**src/sv/resync_frame_deframer_defines.svh**
```systemverilog
// ----------------------------------------------------------------------------
// Resync frame deframer assertion macros
// Shared assertion forms; every use samples on clk and is off while in reset.
// ----------------------------------------------------------------------------
`ifndef RESYNC_FRAME_DEFRAMER_DEFINES_SVH
`define RESYNC_FRAME_DEFRAMER_DEFINES_SVH

// Condition must hold on every clock outside reset.
`define RFD_ASSERT_ALWAYS(label, cond, msg) \
  label: assert property (@(posedge clk) disable iff (!rst_n) (cond)) else $error(msg);

// Consequent must hold in the same cycle as the antecedent.
`define RFD_ASSERT_IMPLY(label, ante, cons, msg) \
  label: assert property (@(posedge clk) disable iff (!rst_n) (ante) |-> (cons)) \
    else $error(msg);

`endif

```
**src/sv/rfd_pkg.sv**
```systemverilog
// ----------------------------------------------------------------------------
// Resync frame deframer package
// Sizes, register codes, result and configuration types, pointer wrap helper.
// ----------------------------------------------------------------------------
package rfd_pkg;

  localparam int WIN_DEPTH   = 64;
  localparam int HDR_BYTES   = 4;
  localparam int PTR_W       = $clog2(WIN_DEPTH);
  localparam int FILL_W      = $clog2(WIN_DEPTH + 1);
  localparam int BYTE_W      = 8;
  localparam int BODY_LEN_W  = 6;
  localparam int LEN_W       = 16;
  localparam int KIND_MASK_W = 64;
  localparam int KIND_IDX_W  = $clog2(KIND_MASK_W);

  // Byte queue between front and back; depth must be a power of two.
  localparam int QUEUE_DEPTH = 4;
  localparam int QPTR_W      = $clog2(QUEUE_DEPTH);
  localparam int QCNT_W      = $clog2(QUEUE_DEPTH + 1);

  localparam int CFG_DATA_W  = 64;
  localparam int CFG_IDX_W   = 1;
  localparam logic [CFG_IDX_W-1:0] CFG_KIND_MASK = 1'd0;
  localparam logic [CFG_IDX_W-1:0] CFG_MAX_LEN   = 1'd1;

  localparam logic [KIND_MASK_W-1:0] KIND_MASK_RST = 64'h0000_0000_0000_3FFF;
  localparam logic [LEN_W-1:0]       MAX_LEN_RST   = 16'd60;

  typedef struct packed {
    logic [KIND_MASK_W-1:0] kind_mask;
    logic [LEN_W-1:0]       max_len;
  } rfd_cfg_t;

  typedef struct packed {
    logic                  is_header;
    logic [BYTE_W-1:0]     frame_kind;
    logic [BYTE_W-1:0]     frame_tag;
    logic [BODY_LEN_W-1:0] body_length;
    logic [BYTE_W-1:0]     body_byte;
    logic                  last_of_frame;
    logic                  last_of_run;
  } rfd_res_t;

  // Wrap a window position; the sum is always below twice the depth.
  function automatic logic [PTR_W-1:0] ptr_wrap(input logic [FILL_W:0] sum);
    logic [FILL_W:0] d;
    if (sum >= (FILL_W+1)'(WIN_DEPTH)) begin
      d = sum - (FILL_W+1)'(WIN_DEPTH);
    end else begin
      d = sum;
    end
    return d[PTR_W-1:0];
  endfunction

endpackage

```
**src/sv/rfd_byte_if.sv**
```systemverilog
// ----------------------------------------------------------------------------
// Received byte channel
// Valid/ready channel carrying one link byte per beat.
// ----------------------------------------------------------------------------
interface rfd_byte_if import rfd_pkg::*; ();
  logic              valid;
  logic              ready;
  logic [BYTE_W-1:0] rx_byte;

  modport source (output valid, output rx_byte, input ready);
  modport sink   (input valid, input rx_byte, output ready);
endinterface

```
**src/sv/rfd_result_if.sv**
```systemverilog
// ----------------------------------------------------------------------------
// Deframed result channel
// Valid/ready channel carrying one header or body byte result per beat.
// ----------------------------------------------------------------------------
interface rfd_result_if import rfd_pkg::*; ();
  logic                  valid;
  logic                  ready;
  logic                  is_header;
  logic [BYTE_W-1:0]     frame_kind;
  logic [BYTE_W-1:0]     frame_tag;
  logic [BODY_LEN_W-1:0] body_length;
  logic [BYTE_W-1:0]     body_byte;
  logic                  last_of_frame;
  logic                  last_of_run;

  modport source (output valid, output is_header, output frame_kind, output frame_tag,
                  output body_length, output body_byte, output last_of_frame,
                  output last_of_run, input ready);
  modport sink   (input valid, input is_header, input frame_kind, input frame_tag,
                  input body_length, input body_byte, input last_of_frame,
                  input last_of_run, output ready);
endinterface

```
**src/sv/rfd_byte_queue.sv**
```systemverilog
// ----------------------------------------------------------------------------
// Deframer front queue
// Accepts received bytes and buffers them until the scanner takes them.
// ----------------------------------------------------------------------------
module rfd_byte_queue import rfd_pkg::*; (
  input  logic         clk,
  input  logic         rst_n,
  rfd_byte_if.sink     in_ch,
  rfd_byte_if.source   q_ch
);

  logic [BYTE_W-1:0] q_mem [QUEUE_DEPTH];
  logic [QPTR_W-1:0] wr_ptr_r, wr_ptr_nxt;
  logic [QPTR_W-1:0] rd_ptr_r, rd_ptr_nxt;
  logic [QCNT_W-1:0] cnt_r, cnt_nxt;
  logic              push, pop;

  assign in_ch.ready  = (cnt_r != QCNT_W'(QUEUE_DEPTH));
  assign q_ch.valid   = (cnt_r != '0);
  assign q_ch.rx_byte = q_mem[rd_ptr_r];

  assign push = in_ch.valid & in_ch.ready;
  assign pop  = q_ch.valid & q_ch.ready;

  always_comb begin
    wr_ptr_nxt = push ? wr_ptr_r + QPTR_W'(1) : wr_ptr_r;
    rd_ptr_nxt = pop ? rd_ptr_r + QPTR_W'(1) : rd_ptr_r;
    cnt_nxt    = cnt_r;
    if (push && !pop) begin
      cnt_nxt = cnt_r + QCNT_W'(1);
    end else if (pop && !push) begin
      cnt_nxt = cnt_r - QCNT_W'(1);
    end
  end

  always_ff @(posedge clk) begin
    if (push) begin
      q_mem[wr_ptr_r] <= in_ch.rx_byte;
    end
  end

  always_ff @(posedge clk) begin
    if (!rst_n) begin
      wr_ptr_r <= '0;
      rd_ptr_r <= '0;
      cnt_r    <= '0;
    end else begin
      wr_ptr_r <= wr_ptr_nxt;
      rd_ptr_r <= rd_ptr_nxt;
      cnt_r    <= cnt_nxt;
    end
  end

endmodule

```
**src/sv/rfd_scanner.sv**
```systemverilog
// ----------------------------------------------------------------------------
// Deframer back end scanner
// Appends queued bytes to a circular window memory, scans for headers,
// drops bytes on false sync and emits header and body results.
// ----------------------------------------------------------------------------
`include "resync_frame_deframer_defines.svh"

module rfd_scanner import rfd_pkg::*; (
  input  logic          clk,
  input  logic          rst_n,
  input  rfd_cfg_t      cfg,
  rfd_byte_if.sink      q_ch,
  rfd_result_if.source  out_ch
);

  localparam logic [2:0] S_IDLE = 3'd0;
  localparam logic [2:0] S_CHK  = 3'd1;
  localparam logic [2:0] S_KIND = 3'd2;
  localparam logic [2:0] S_TAG  = 3'd3;
  localparam logic [2:0] S_LHI  = 3'd4;
  localparam logic [2:0] S_LLO  = 3'd5;
  localparam logic [2:0] S_BODY = 3'd6;
  localparam logic [2:0] S_END  = 3'd7;

  logic [2:0]        state_r, state_nxt;
  logic [PTR_W-1:0]  head_r, head_nxt;
  logic [FILL_W-1:0] fill_r, fill_nxt;
  logic [BYTE_W-1:0] kind_r, kind_nxt;
  logic [BYTE_W-1:0] tag_r, tag_nxt;
  logic [BYTE_W-1:0] hi_r, hi_nxt;
  logic [LEN_W-1:0]  blen_r, blen_nxt;
  logic [FILL_W-1:0] cnt_r, cnt_nxt;

  logic [BYTE_W-1:0] win_mem [WIN_DEPTH];
  logic [BYTE_W-1:0] rdata_r;
  logic              rd_en, wr_en;
  logic [FILL_W-1:0] rd_off;
  logic [PTR_W-1:0]  rd_addr, wr_addr;

  rfd_res_t          held_r, held_nxt, out_r, out_nxt, emit_item;
  logic              held_v_r, held_v_nxt, out_v_r, out_v_nxt;
  logic              out_take, can_emit, emit, flush;

  logic [LEN_W-1:0]  blen_w;
  logic [FILL_W-1:0] tot_w;
  logic              kind_ok;
  logic              body_last;

  assign q_ch.ready = (state_r == S_IDLE);

  assign out_take = out_v_r & out_ch.ready;
  assign can_emit = !held_v_r || !out_v_r || out_take;

  assign blen_w    = {hi_r, rdata_r};
  assign tot_w     = FILL_W'(blen_r) + FILL_W'(HDR_BYTES);
  assign kind_ok   = (rdata_r < BYTE_W'(KIND_MASK_W)) &&
                     cfg.kind_mask[rdata_r[KIND_IDX_W-1:0]];
  assign body_last = (LEN_W'(cnt_r) + LEN_W'(1)) == blen_r;
  assign rd_addr   = ptr_wrap((FILL_W+1)'(head_r) + (FILL_W+1)'(rd_off));

  always_comb begin
    state_nxt = state_r;
    head_nxt  = head_r;
    fill_nxt  = fill_r;
    kind_nxt  = kind_r;
    tag_nxt   = tag_r;
    hi_nxt    = hi_r;
    blen_nxt  = blen_r;
    cnt_nxt   = cnt_r;
    rd_en     = 1'b0;
    rd_off    = '0;
    wr_en     = 1'b0;
    wr_addr   = ptr_wrap((FILL_W+1)'(head_r) + (FILL_W+1)'(fill_r));
    emit      = 1'b0;
    emit_item = '0;
    flush     = 1'b0;

    unique case (state_r)
      S_IDLE: begin
        if (q_ch.valid) begin
          wr_en = 1'b1;
          // Full window: the new byte overwrites the oldest slot.
          if (fill_r == FILL_W'(WIN_DEPTH)) begin
            head_nxt = ptr_wrap((FILL_W+1)'(head_r) + (FILL_W+1)'(1));
          end else begin
            fill_nxt = fill_r + FILL_W'(1);
          end
          state_nxt = S_CHK;
        end
      end
      S_CHK: begin
        if (fill_r < FILL_W'(HDR_BYTES)) begin
          state_nxt = S_END;
        end else begin
          rd_en     = 1'b1;
          rd_off    = FILL_W'(0);
          state_nxt = S_KIND;
        end
      end
      S_KIND: begin
        if (!kind_ok) begin
          head_nxt  = ptr_wrap((FILL_W+1)'(head_r) + (FILL_W+1)'(1));
          fill_nxt  = fill_r - FILL_W'(1);
          state_nxt = S_CHK;
        end else begin
          kind_nxt  = rdata_r;
          rd_en     = 1'b1;
          rd_off    = FILL_W'(1);
          state_nxt = S_TAG;
        end
      end
      S_TAG: begin
        tag_nxt   = rdata_r;
        rd_en     = 1'b1;
        rd_off    = FILL_W'(2);
        state_nxt = S_LHI;
      end
      S_LHI: begin
        hi_nxt    = rdata_r;
        rd_en     = 1'b1;
        rd_off    = FILL_W'(3);
        state_nxt = S_LLO;
      end
      S_LLO: begin
        if (blen_w > cfg.max_len) begin
          head_nxt  = ptr_wrap((FILL_W+1)'(head_r) + (FILL_W+1)'(1));
          fill_nxt  = fill_r - FILL_W'(1);
          state_nxt = S_CHK;
        end else if ((LEN_W+1)'(fill_r) <
                     ((LEN_W+1)'(blen_w) + (LEN_W+1)'(HDR_BYTES))) begin
          state_nxt = S_END;
        end else if (can_emit) begin
          emit                    = 1'b1;
          emit_item.is_header     = 1'b1;
          emit_item.frame_kind    = kind_r;
          emit_item.frame_tag     = tag_r;
          emit_item.body_length   = blen_w[BODY_LEN_W-1:0];
          emit_item.last_of_frame = (blen_w == '0);
          blen_nxt                = blen_w;
          cnt_nxt                 = '0;
          if (blen_w == '0) begin
            head_nxt  = ptr_wrap((FILL_W+1)'(head_r) + (FILL_W+1)'(HDR_BYTES));
            fill_nxt  = fill_r - FILL_W'(HDR_BYTES);
            state_nxt = S_CHK;
          end else begin
            rd_en     = 1'b1;
            rd_off    = FILL_W'(HDR_BYTES);
            state_nxt = S_BODY;
          end
        end
      end
      S_BODY: begin
        // Hold the read data while the result side is backed up.
        if (can_emit) begin
          emit                    = 1'b1;
          emit_item.is_header     = 1'b0;
          emit_item.frame_kind    = kind_r;
          emit_item.frame_tag     = tag_r;
          emit_item.body_length   = blen_r[BODY_LEN_W-1:0];
          emit_item.body_byte     = rdata_r;
          emit_item.last_of_frame = body_last;
          if (body_last) begin
            head_nxt  = ptr_wrap((FILL_W+1)'(head_r) + (FILL_W+1)'(tot_w));
            fill_nxt  = fill_r - tot_w;
            state_nxt = S_CHK;
          end else begin
            cnt_nxt   = cnt_r + FILL_W'(1);
            rd_en     = 1'b1;
            rd_off    = FILL_W'(HDR_BYTES) + cnt_r + FILL_W'(1);
          end
        end
      end
      S_END: begin
        if (!held_v_r) begin
          state_nxt = S_IDLE;
        end else if (!out_v_r || out_take) begin
          flush     = 1'b1;
          state_nxt = S_IDLE;
        end
      end
    endcase
  end

  // One result is held back until it is known whether another follows.
  always_comb begin
    out_v_nxt  = out_v_r & !out_take;
    out_nxt    = out_r;
    held_v_nxt = held_v_r;
    held_nxt   = held_r;
    if (emit) begin
      if (held_v_r) begin
        out_nxt   = held_r;
        out_v_nxt = 1'b1;
      end
      held_nxt   = emit_item;
      held_v_nxt = 1'b1;
    end else if (flush) begin
      out_nxt             = held_r;
      out_nxt.last_of_run = 1'b1;
      out_v_nxt           = 1'b1;
      held_v_nxt          = 1'b0;
    end
  end

  always_ff @(posedge clk) begin
    if (wr_en) begin
      win_mem[wr_addr] <= q_ch.rx_byte;
    end
    if (rd_en) begin
      rdata_r <= win_mem[rd_addr];
    end
  end

  always_ff @(posedge clk) begin
    kind_r <= kind_nxt;
    tag_r  <= tag_nxt;
    hi_r   <= hi_nxt;
    blen_r <= blen_nxt;
    cnt_r  <= cnt_nxt;
    held_r <= held_nxt;
    out_r  <= out_nxt;
  end

  always_ff @(posedge clk) begin
    if (!rst_n) begin
      state_r  <= S_IDLE;
      head_r   <= '0;
      fill_r   <= '0;
      held_v_r <= 1'b0;
      out_v_r  <= 1'b0;
    end else begin
      state_r  <= state_nxt;
      head_r   <= head_nxt;
      fill_r   <= fill_nxt;
      held_v_r <= held_v_nxt;
      out_v_r  <= out_v_nxt;
    end
  end

  assign out_ch.valid         = out_v_r;
  assign out_ch.is_header     = out_r.is_header;
  assign out_ch.frame_kind    = out_r.frame_kind;
  assign out_ch.frame_tag     = out_r.frame_tag;
  assign out_ch.body_length   = out_r.body_length;
  assign out_ch.body_byte     = out_r.body_byte;
  assign out_ch.last_of_frame = out_r.last_of_frame;
  assign out_ch.last_of_run   = out_r.last_of_run;

  `RFD_ASSERT_ALWAYS(a_fill_bound, fill_r <= FILL_W'(WIN_DEPTH), "window fill above depth")
  `RFD_ASSERT_ALWAYS(a_head_bound, FILL_W'(head_r) < FILL_W'(WIN_DEPTH), "head out of window")
  `RFD_ASSERT_IMPLY(a_idle_no_held, state_r == S_IDLE, !held_v_r, "result held while idle")
  `RFD_ASSERT_IMPLY(a_body_count, state_r == S_BODY, LEN_W'(cnt_r) < blen_r, "body count overrun")

endmodule

```
**src/sv/resync_frame_deframer.sv**
```systemverilog
// ----------------------------------------------------------------------------
// Resync frame deframer
// Recovers length-prefixed frames (kind, tag, 16-bit big-endian length, body)
// from a byte stream and resynchronizes after false headers.
//
// in_ch carries one received byte per beat; out_ch carries one result per
// beat: a header result, then one result per body byte, last_of_frame on the
// final result of a frame and last_of_run on the final result of one byte.
// The user must write the known kind mask (index 0) and the maximum body
// length (index 1) on the cfg port only while idle; it is not enforced.
// A byte enters a four-deep queue. The scanner takes it into the window and
// takes no new byte until it is done with it. For each header candidate it
// drops one byte on an unknown kind or an over-limit length, else emits a
// header result and one result per body byte; it stops when the window holds
// less than a header or than the whole frame. All reads go through the one
// read port of the window memory.
// Reset empties the window and queue and restores the register defaults. A
// stalled receiver stops the scanner once one result is registered and one
// is held; the queue keeps taking bytes until full.
// ----------------------------------------------------------------------------
module resync_frame_deframer import rfd_pkg::*; (
  input  logic                  clk,
  input  logic                  rst_n,
  rfd_byte_if.sink              in_ch,
  rfd_result_if.source          out_ch,
  input  logic                  cfg_we,
  input  logic [CFG_IDX_W-1:0]  cfg_index,
  input  logic [CFG_DATA_W-1:0] cfg_wdata
);

  rfd_cfg_t cfg_r, cfg_nxt;

  rfd_byte_if q_ch ();

  always_comb begin
    cfg_nxt = cfg_r;
    if (cfg_we) begin
      unique case (cfg_index)
        CFG_KIND_MASK: cfg_nxt.kind_mask = cfg_wdata[KIND_MASK_W-1:0];
        CFG_MAX_LEN:   cfg_nxt.max_len   = cfg_wdata[LEN_W-1:0];
        default:       cfg_nxt           = cfg_r;
      endcase
    end
  end

  always_ff @(posedge clk) begin
    if (!rst_n) begin
      cfg_r.kind_mask <= KIND_MASK_RST;
      cfg_r.max_len   <= MAX_LEN_RST;
    end else begin
      cfg_r <= cfg_nxt;
    end
  end

  rfd_byte_queue u_queue (
    .clk   (clk),
    .rst_n (rst_n),
    .in_ch (in_ch),
    .q_ch  (q_ch)
  );

  rfd_scanner u_scanner (
    .clk    (clk),
    .rst_n  (rst_n),
    .cfg    (cfg_r),
    .q_ch   (q_ch),
    .out_ch (out_ch)
  );

endmodule
```
**src/flat_wrapper.sv**
```systemverilog
// flat-port wrapper written by rule: the top's interface ports become plain ports
module resync_frame_deframer_flat import rfd_pkg::*;
  (clk, rst_n, cfg_we, cfg_index, cfg_wdata, in_ch_valid, in_ch_rx_byte, in_ch_ready, out_ch_valid, out_ch_is_header, out_ch_frame_kind, out_ch_frame_tag, out_ch_body_length, out_ch_body_byte, out_ch_last_of_frame, out_ch_last_of_run, out_ch_ready);
  rfd_byte_if in_ch_i ();
  rfd_result_if out_ch_i ();
  input  logic clk;
  input  logic rst_n;
  input  logic cfg_we;
  input  logic [CFG_IDX_W-1:0] cfg_index;
  input  logic [CFG_DATA_W-1:0] cfg_wdata;
  input wire logic [$bits(in_ch_i.valid)-1:0] in_ch_valid;
  input wire logic [$bits(in_ch_i.rx_byte)-1:0] in_ch_rx_byte;
  output wire logic [$bits(in_ch_i.ready)-1:0] in_ch_ready;
  output wire logic [$bits(out_ch_i.valid)-1:0] out_ch_valid;
  output wire logic [$bits(out_ch_i.is_header)-1:0] out_ch_is_header;
  output wire logic [$bits(out_ch_i.frame_kind)-1:0] out_ch_frame_kind;
  output wire logic [$bits(out_ch_i.frame_tag)-1:0] out_ch_frame_tag;
  output wire logic [$bits(out_ch_i.body_length)-1:0] out_ch_body_length;
  output wire logic [$bits(out_ch_i.body_byte)-1:0] out_ch_body_byte;
  output wire logic [$bits(out_ch_i.last_of_frame)-1:0] out_ch_last_of_frame;
  output wire logic [$bits(out_ch_i.last_of_run)-1:0] out_ch_last_of_run;
  input wire logic [$bits(out_ch_i.ready)-1:0] out_ch_ready;
  assign in_ch_i.valid = in_ch_valid;
  assign in_ch_i.rx_byte = in_ch_rx_byte;
  assign in_ch_ready = in_ch_i.ready;
  assign out_ch_valid = out_ch_i.valid;
  assign out_ch_is_header = out_ch_i.is_header;
  assign out_ch_frame_kind = out_ch_i.frame_kind;
  assign out_ch_frame_tag = out_ch_i.frame_tag;
  assign out_ch_body_length = out_ch_i.body_length;
  assign out_ch_body_byte = out_ch_i.body_byte;
  assign out_ch_last_of_frame = out_ch_i.last_of_frame;
  assign out_ch_last_of_run = out_ch_i.last_of_run;
  assign out_ch_i.ready = out_ch_ready;
  resync_frame_deframer u_core (.clk(clk), .rst_n(rst_n), .in_ch(in_ch_i), .out_ch(out_ch_i), .cfg_we(cfg_we), .cfg_index(cfg_index), .cfg_wdata(cfg_wdata));
endmodule
```
**config.mk**
```make
export PLATFORM = sky130hd
export DESIGN_NAME = resync_frame_deframer_flat
export DESIGN_NICKNAME = d
export VERILOG_FILES = /design/src/sv/rfd_pkg.sv /design/src/sv/rfd_byte_if.sv /design/src/sv/rfd_result_if.sv /design/src/sv/rfd_byte_queue.sv /design/src/sv/rfd_scanner.sv /design/src/sv/resync_frame_deframer.sv /design/src/flat_wrapper.sv
export VERILOG_INCLUDE_DIRS = /design/src /design/src/sv
export SDC_FILE = /design/constraint.sdc
export NUM_CORES = 1
export LEC_CHECK = 0
export BUFFER_PORTS_ARGS = -buffer_cell sky130_fd_sc_hd__buf_2
export CAP_MARGIN = 10
export CORE_ASPECT_RATIO = 1.4
export CORE_UTILIZATION = 50
export DETAILED_ROUTE_END_ITERATION = 16
export GPL_TIMING_DRIVEN = 0
export PLACE_DENSITY = 0.66
export SYNTH_ARGS = -nofsm -noshare
export SYNTH_HDL_FRONTEND = slang
export SYNTH_HIERARCHICAL = 1
export SYNTH_SLANG_ARGS = --single-unit
export TNS_END_PERCENT = 10
```
**constraint.sdc**
```tcl
create_clock -name clk -period 5.65 [get_ports clk]
set_clock_uncertainty 0.15 [all_clocks]
set_input_delay 0.2825 -clock clk [delete_from_list [all_inputs] [get_ports clk]]
set_output_delay 0.2825 -clock clk [all_outputs]
set_load 0.02 [all_outputs]
```
; Word-level counts from Yosys, hierarchy flattened
; Memory sizes are Yosys's and may differ from the RTL's. A register that Yosys moved wholly into a read port is not among the register bits.
; Cells that the tools add are included.
[totals]
n_memories = 2
in_bits = 78
register_bits = 217
ram_bits = 544
elab_cells = 222
out_inout_bits = 35
[op_classes]
n_mux = 96
bitwise = 7
addsub = 24
order_cmp = 10
n_eq_ne = 26
reduce_logical = 29
[memory_table]
columns = name, words, width, rd, rd_ports_with_merged_regs, write_ports, line_no
row1 = u_core.u_scanner.win_mem, 64, 8, 1, 1, 1, rfd_scanner.sv:34  ; logic [BYTE_W-1:0] win_mem [WIN_DEPTH];
row2 = u_core.u_queue.q_mem, 4, 8, 1, 1, 1, rfd_byte_queue.sv:12  ; logic [BYTE_W-1:0] q_mem [QUEUE_DEPTH];
[op_table]
columns = cell, n
row1 = $mux 7, 16
row2 = $mux 33, 3
row3 = $mux 6, 14
row4 = $mux 23, 3
row5 = $mux 3, 16
row6 = $pmux 23 s2, 1
row7 = $pmux 7 s5, 1
row8 = $mux 31, 1
row9 = $mux 1, 30
row10 = $sub 6x1->6 const B, 5
row11 = $pmux 7 s4, 1
row12 = $add 6x7->8, 3
row13 = $ge 8x7->1 const B, 3
row14 = $pmux 3 s8, 1
row15 = $pmux 6 s4, 1
row16 = $ne 2x2->1 const B, 11
row17 = $add 7x1->7 const B, 3
row18 = $reduce_and 9->1, 2
row19 = $add 16x3->17 const B, 1
row20 = $lt 7x17->1, 1
row21 = $eq 8x16->1, 1
row22 = $gt 16x16->1, 1
row23 = $logic_not 16->1, 1
row24 = $ne 3x3->1 const B, 5
row25 = other kinds (39), 67

; Depth between registers and ports, before layout
[logic_depth]
word_depth = 10
ltp_mapped = 20
mapped_depth_nobuf = 18

; Hierarchy
; Netlist, hierarchy kept.
[by_module_without_submodules]
columns = module, area_each_um2, n_inst, cells_per_inst, seq_area_each_um2
row1 = rfd_scanner, 27821.7, 1, 1532, 19338.5
row2 = resync_frame_deframer, 3201.8, 1, 351, 1601.5
row3 = rfd_byte_queue, 1656.6, 1, 90, 1141.1

; Worst setup path after synthesis
; Ideal clock, no wire load.
[synth_path]
path_type = reg-to-reg
start = register u_core.u_scanner.rdata_r[1] (read register of u_core.u_scanner.win_mem)
end = register u_core.u_scanner.rdata_r[0] (read register of u_core.u_scanner.win_mem), data pin
arrival_time_ns = 4.627
setup_slack_ns = 0.604
stages_incl_launch_ff = 18
period_less_slack_ns = 5.046
required_time_ns = 5.231
path_buffers = 5
setup_ns = 0.269
cell_sequence = edfxtp_1 -> buf_2 -> buf_1 -> mux4_2 -> nand2_1 -> nand4b_1 -> and4_1 -> a21o_1 -> buf_2 -> a211o_1 -> ha_1 -> fa_1 -> clkbuf_1 -> clkbuf_1 -> mux4_2 -> mux4_2 -> mux2i_1 -> mux2i_1
[synth_via]
elab_chain_len = 9
word_cells_on_any_way = 24
classes_between = add/sub: 3 / order compare: 4 / mux: 15 / reduce/logical: 2
[synth_lines]
columns = element, line_no
row1 = start: declaration, rfd_scanner.sv:35  ; logic [BYTE_W-1:0] rdata_r;
row2 = branches (longest 9 deep; another with $add 16x3->17), n/a
; Parallel ways; which one is timed is not known. The select of a mux whose other input is x is not followed.
; A chain may end at the register's enable or synchronous reset.

; Worst setup path in the final report
[layout_path]
start = register u_core.u_scanner.rdata_r[0] (read register of u_core.u_scanner.win_mem)
end = register u_core.u_scanner.rdata_r[2] (read register of u_core.u_scanner.win_mem), data pin
; The elaborated chain is that of the path after synthesis.

==> results.ini <==
[timing]
max_freq_mhz=179
rsz0062_at_grt=true
setup_viol=0
period_share=0.990
worst_pin_slew_ns=1.20
hold-worst-slack_ns=0.0288
finalHoldViolations=0
min_period_ns=5.59
fin_setup_tns_ns=0
slew_headroom=0.191
drv_slew=0

[drt]
vias_per_cell=5.86
ant_nets=0
drc=0
dr.pass1.iters=8
drt_iter0_drc=1344
wl_met3_mm=3.91
drt-total-wl_mm=77.6
routedWlPerCell_um=24.6
top_layer_used=met4
met2WireLength_mm=41.2
wl_met1_mm=28.6
vias=18500

[layout]
nets=2404
final_cells=3159
fillers=4773
area_growth_pct=16.7
layout-drive-gt1-share=0.227
fin_area_um2=38200
diodes=0

[power]
swShare=0.323
pwr-share-clk=0.260
comb_power_share=0.355
peakVddDrop_uv=314
pwr_density_cell_nw_per_um2=492
power.internal_mw=12.7
power.switching_mw=6.06
p_leak_nw=13.0
report.power.total_mw=18.8
sequentialPowerShare=0.384

[synth]
syn-mean-instance-area_um2=16.6
ys_warn_count=6
syn_inst=1973
synth_ff_type=edfxtp_1
ys_seq_elements=771
synth_edf_count=664
syn_nets=2113
seq_area_frac_synth=0.676
netlist-cell-type-count=82
syn_area_um2=32700
ys_async_sr_fraction=0

[clocking]
clockRootBuffer=clkbuf_16
htreeDepth=3
cts.sinks=771
path_clk_slew_ns=0.06
tritoncts=done
cts_buffers=74
clk_latency_ns=0.62
clock_path_buffers=3

[global_route]
grt_pass1_wl_mm=116
grt-ovfl-total=0
grt_max_degree=65
grt_pass1_vias=19300
grt_antenna_before_repair=0
track_usage=0.238

[worst_setup_path]
rrSetupSlack_ns=0.06
critical_path_class=flip-flop to flip-flop
cp.required_ns=5.83
crit_path_max_fanout=17
worstSetupEndpointType=flip-flop
crit_path_start_kind=flip-flop
cp.arrival_ns=5.78

[outcome]
status=finished, final reports clean

[worst_hold_path]
worstHoldPathType=input port to flip-flop

[floorplan]
io_pins=113
start_util=0.507
die_x_um=218
fp.dieArea_um2=66400
die_h_um=304
core_area_um2=64400
num_rows=110

[place]
numPortBuffers=112
gp_congestion=0.905
place_hpwl_mm=52.2
postPlaceCellArea_um2=34300
dp_cells=2927

[run]
cap_violations=0

## cells in the final DEF, fill, tap and decap left out, types with 9 or more instances in the layout
cell and n:
nand2_1 159, clkbuf_16 77, edfxtp_1 664, a21oi_1 33, or3_1 10, clkbuf_1 42
clkbuf_8 11, buf_2 134, nand3_1 22, nor2_1 122, xnor2_1 26, a21o_1 12
inv_1 60, o21ai_0 24, mux4_2 182, ha_1 57, o21ai_1 11, xor2_1 16
buf_4 30, o211ai_1 20, dfxtp_1 107, buf_12 9, and3_1 13, dlygate4sd3_1 80
clkinv_1 15, mux2i_1 76, nand4_1 20, nand3b_1 16, a211oi_1 11, and2_1 35
nor3_1 23, buf_6 9
## final cells by class
class	instances	area, µm²	share of cell area
tap	840	1050	0.0275
inverter	60	225	0.00590
timing repair buffer	215	1650	0.0431
clock inverter	35	362	0.00948
sequential	771	22100	0.579
buffer	101	726	0.0190
multi-input combinational	1041	10100	0.264
clock buffer	96	2010	0.0526
## registers in the layout, indices dropped and copies added (netlist names), 16 cells and up, named ones only
signal	flops
u_core/cfg_r	80
u_core/u_queue/q_mem	32
u_core/u_scanner/blen_r	16
u_core/u_scanner/held_r	32
u_core/u_scanner/win_mem	512
## worst max-delay path, stage by stage (launching register included)
cell      delay [ns]
edfxtp_1        0.54
buf_6           0.17
buf_4           0.14
mux4_2          0.54
a22oi_1         0.23
a21o_1          0.15
a211oi_1        0.09
a21o_1          0.23
buf_6           0.20
a211o_1         0.31
ha_1            0.22
fa_2            0.57
clkbuf_8        0.21
clkbuf_8        0.21
mux4_2          0.33
mux4_2          0.55
mux2i_4         0.27
mux2i_1         0.16
## layer usage
metal / vias to the layer above / track usage
li1: 8325 / -
met1: 9399 / 0.272
met2: 606 / 0.430
met3: 184 / 0.0328
met4: 0 / 0.121
met5: - / 0
## power by group through the flow
stage / logic (mW) / registers (mW) / clock network [mW]
floorplan: 4.11 / 7.23 / 0
global placement: 5.86 / 7.38 / 0
detailed placement: 6.00 / 7.40 / 0
CTS: 6.54 / 7.25 / 4.99
global route: 7.08 / 7.24 / 5.20
finish: 6.67 / 7.22 / 4.88
## repair_timing
action | in CTS | in global routing
resized for setup | 130 | 33
cloned | 0 | 0
setup endpoints to repair | 8 | 8
endpoints found under the hold margin | 118 | 0
pin swaps | 0 | 1
buffers inserted | 8 | 5
hold buffers | 80 | 0
## kinds of logic after synthesis
group	share of synthesized area
AO/OA/AOI/OAI	0.0441
XOR/XNOR	0.0136
adder cells (fa/ha/maj)	0.0249
buffers and inverters	0.0220
flip-flops	0.676
multiplexers	0.152
AND/OR/NAND/NOR	0.0679
## worst paths after layout
check                         startpoint                                    end  cells after the start
max          u_core/u_scanner/rdata_r[0]            u_core/u_scanner/rdata_r[2]                     17
min                            cfg_index                       u_core/cfg_r[77]                      4
max reg2reg  u_core/u_scanner/rdata_r[0]            u_core/u_scanner/rdata_r[2]                     17
min reg2reg  u_core/u_scanner/held_r[26]  u_core/u_scanner/out_ch.frame_kind[2]                      0
## stage by stage
step,setup WS [ns],utilization
after CTS,0.0134,0.588
after detailed placement,-1.91,0.533
after floorplan,0.604,-
after global routing,-0.0310,0.592
final,0.0565,0.592
after global placement,-1.84,0.532
## synth_stat cells (all sizes together), types with 4 or more instances
| master | n | area [µm²] |
|---|---|---|
| a31oi | 5 | 31.3 |
| mux2i | 85 | 851 |
| nand2 | 159 | 597 |
| dfxtp | 107 | 2140 |
| nor2b | 8 | 52.6 |
| nand3 | 23 | 115 |
| o31ai | 6 | 58.8 |
| inv | 60 | 225 |
| o21bai | 5 | 37.5 |
| or4 | 6 | 45.0 |
| nand2b | 7 | 43.8 |
| a21o | 12 | 90.1 |
| o22ai | 4 | 25.0 |
| a22oi | 5 | 37.5 |
| a211oi | 12 | 95.1 |
| a22o | 7 | 61.3 |
| a2111oi | 4 | 53.8 |
| edfxtp | 664 | 19900 |
| nor4 | 8 | 50.1 |
| o21a | 6 | 45.0 |
| or3 | 11 | 70.1 |
| o21ai | 36 | 180 |
| nand3b | 16 | 120 |
| mux4 | 182 | 4100 |
| or2 | 4 | 25.0 |
| and3 | 13 | 81.3 |
| o211ai | 20 | 150 |
| xnor2 | 30 | 282 |
| nor3 | 23 | 115 |
| ha | 57 | 713 |
| buf | 50 | 302 |
| a21boi | 4 | 41.3 |
| o311ai | 4 | 42.6 |
| clkbuf | 51 | 191 |
| nor2 | 124 | 468 |
| fa | 5 | 100 |
| nand4 | 21 | 138 |
| o311a | 4 | 40.0 |
| xor2 | 16 | 140 |
| and2 | 35 | 219 |
| a21oi | 34 | 170 |
No activity file was read; power rests on OpenSTA's default activity.
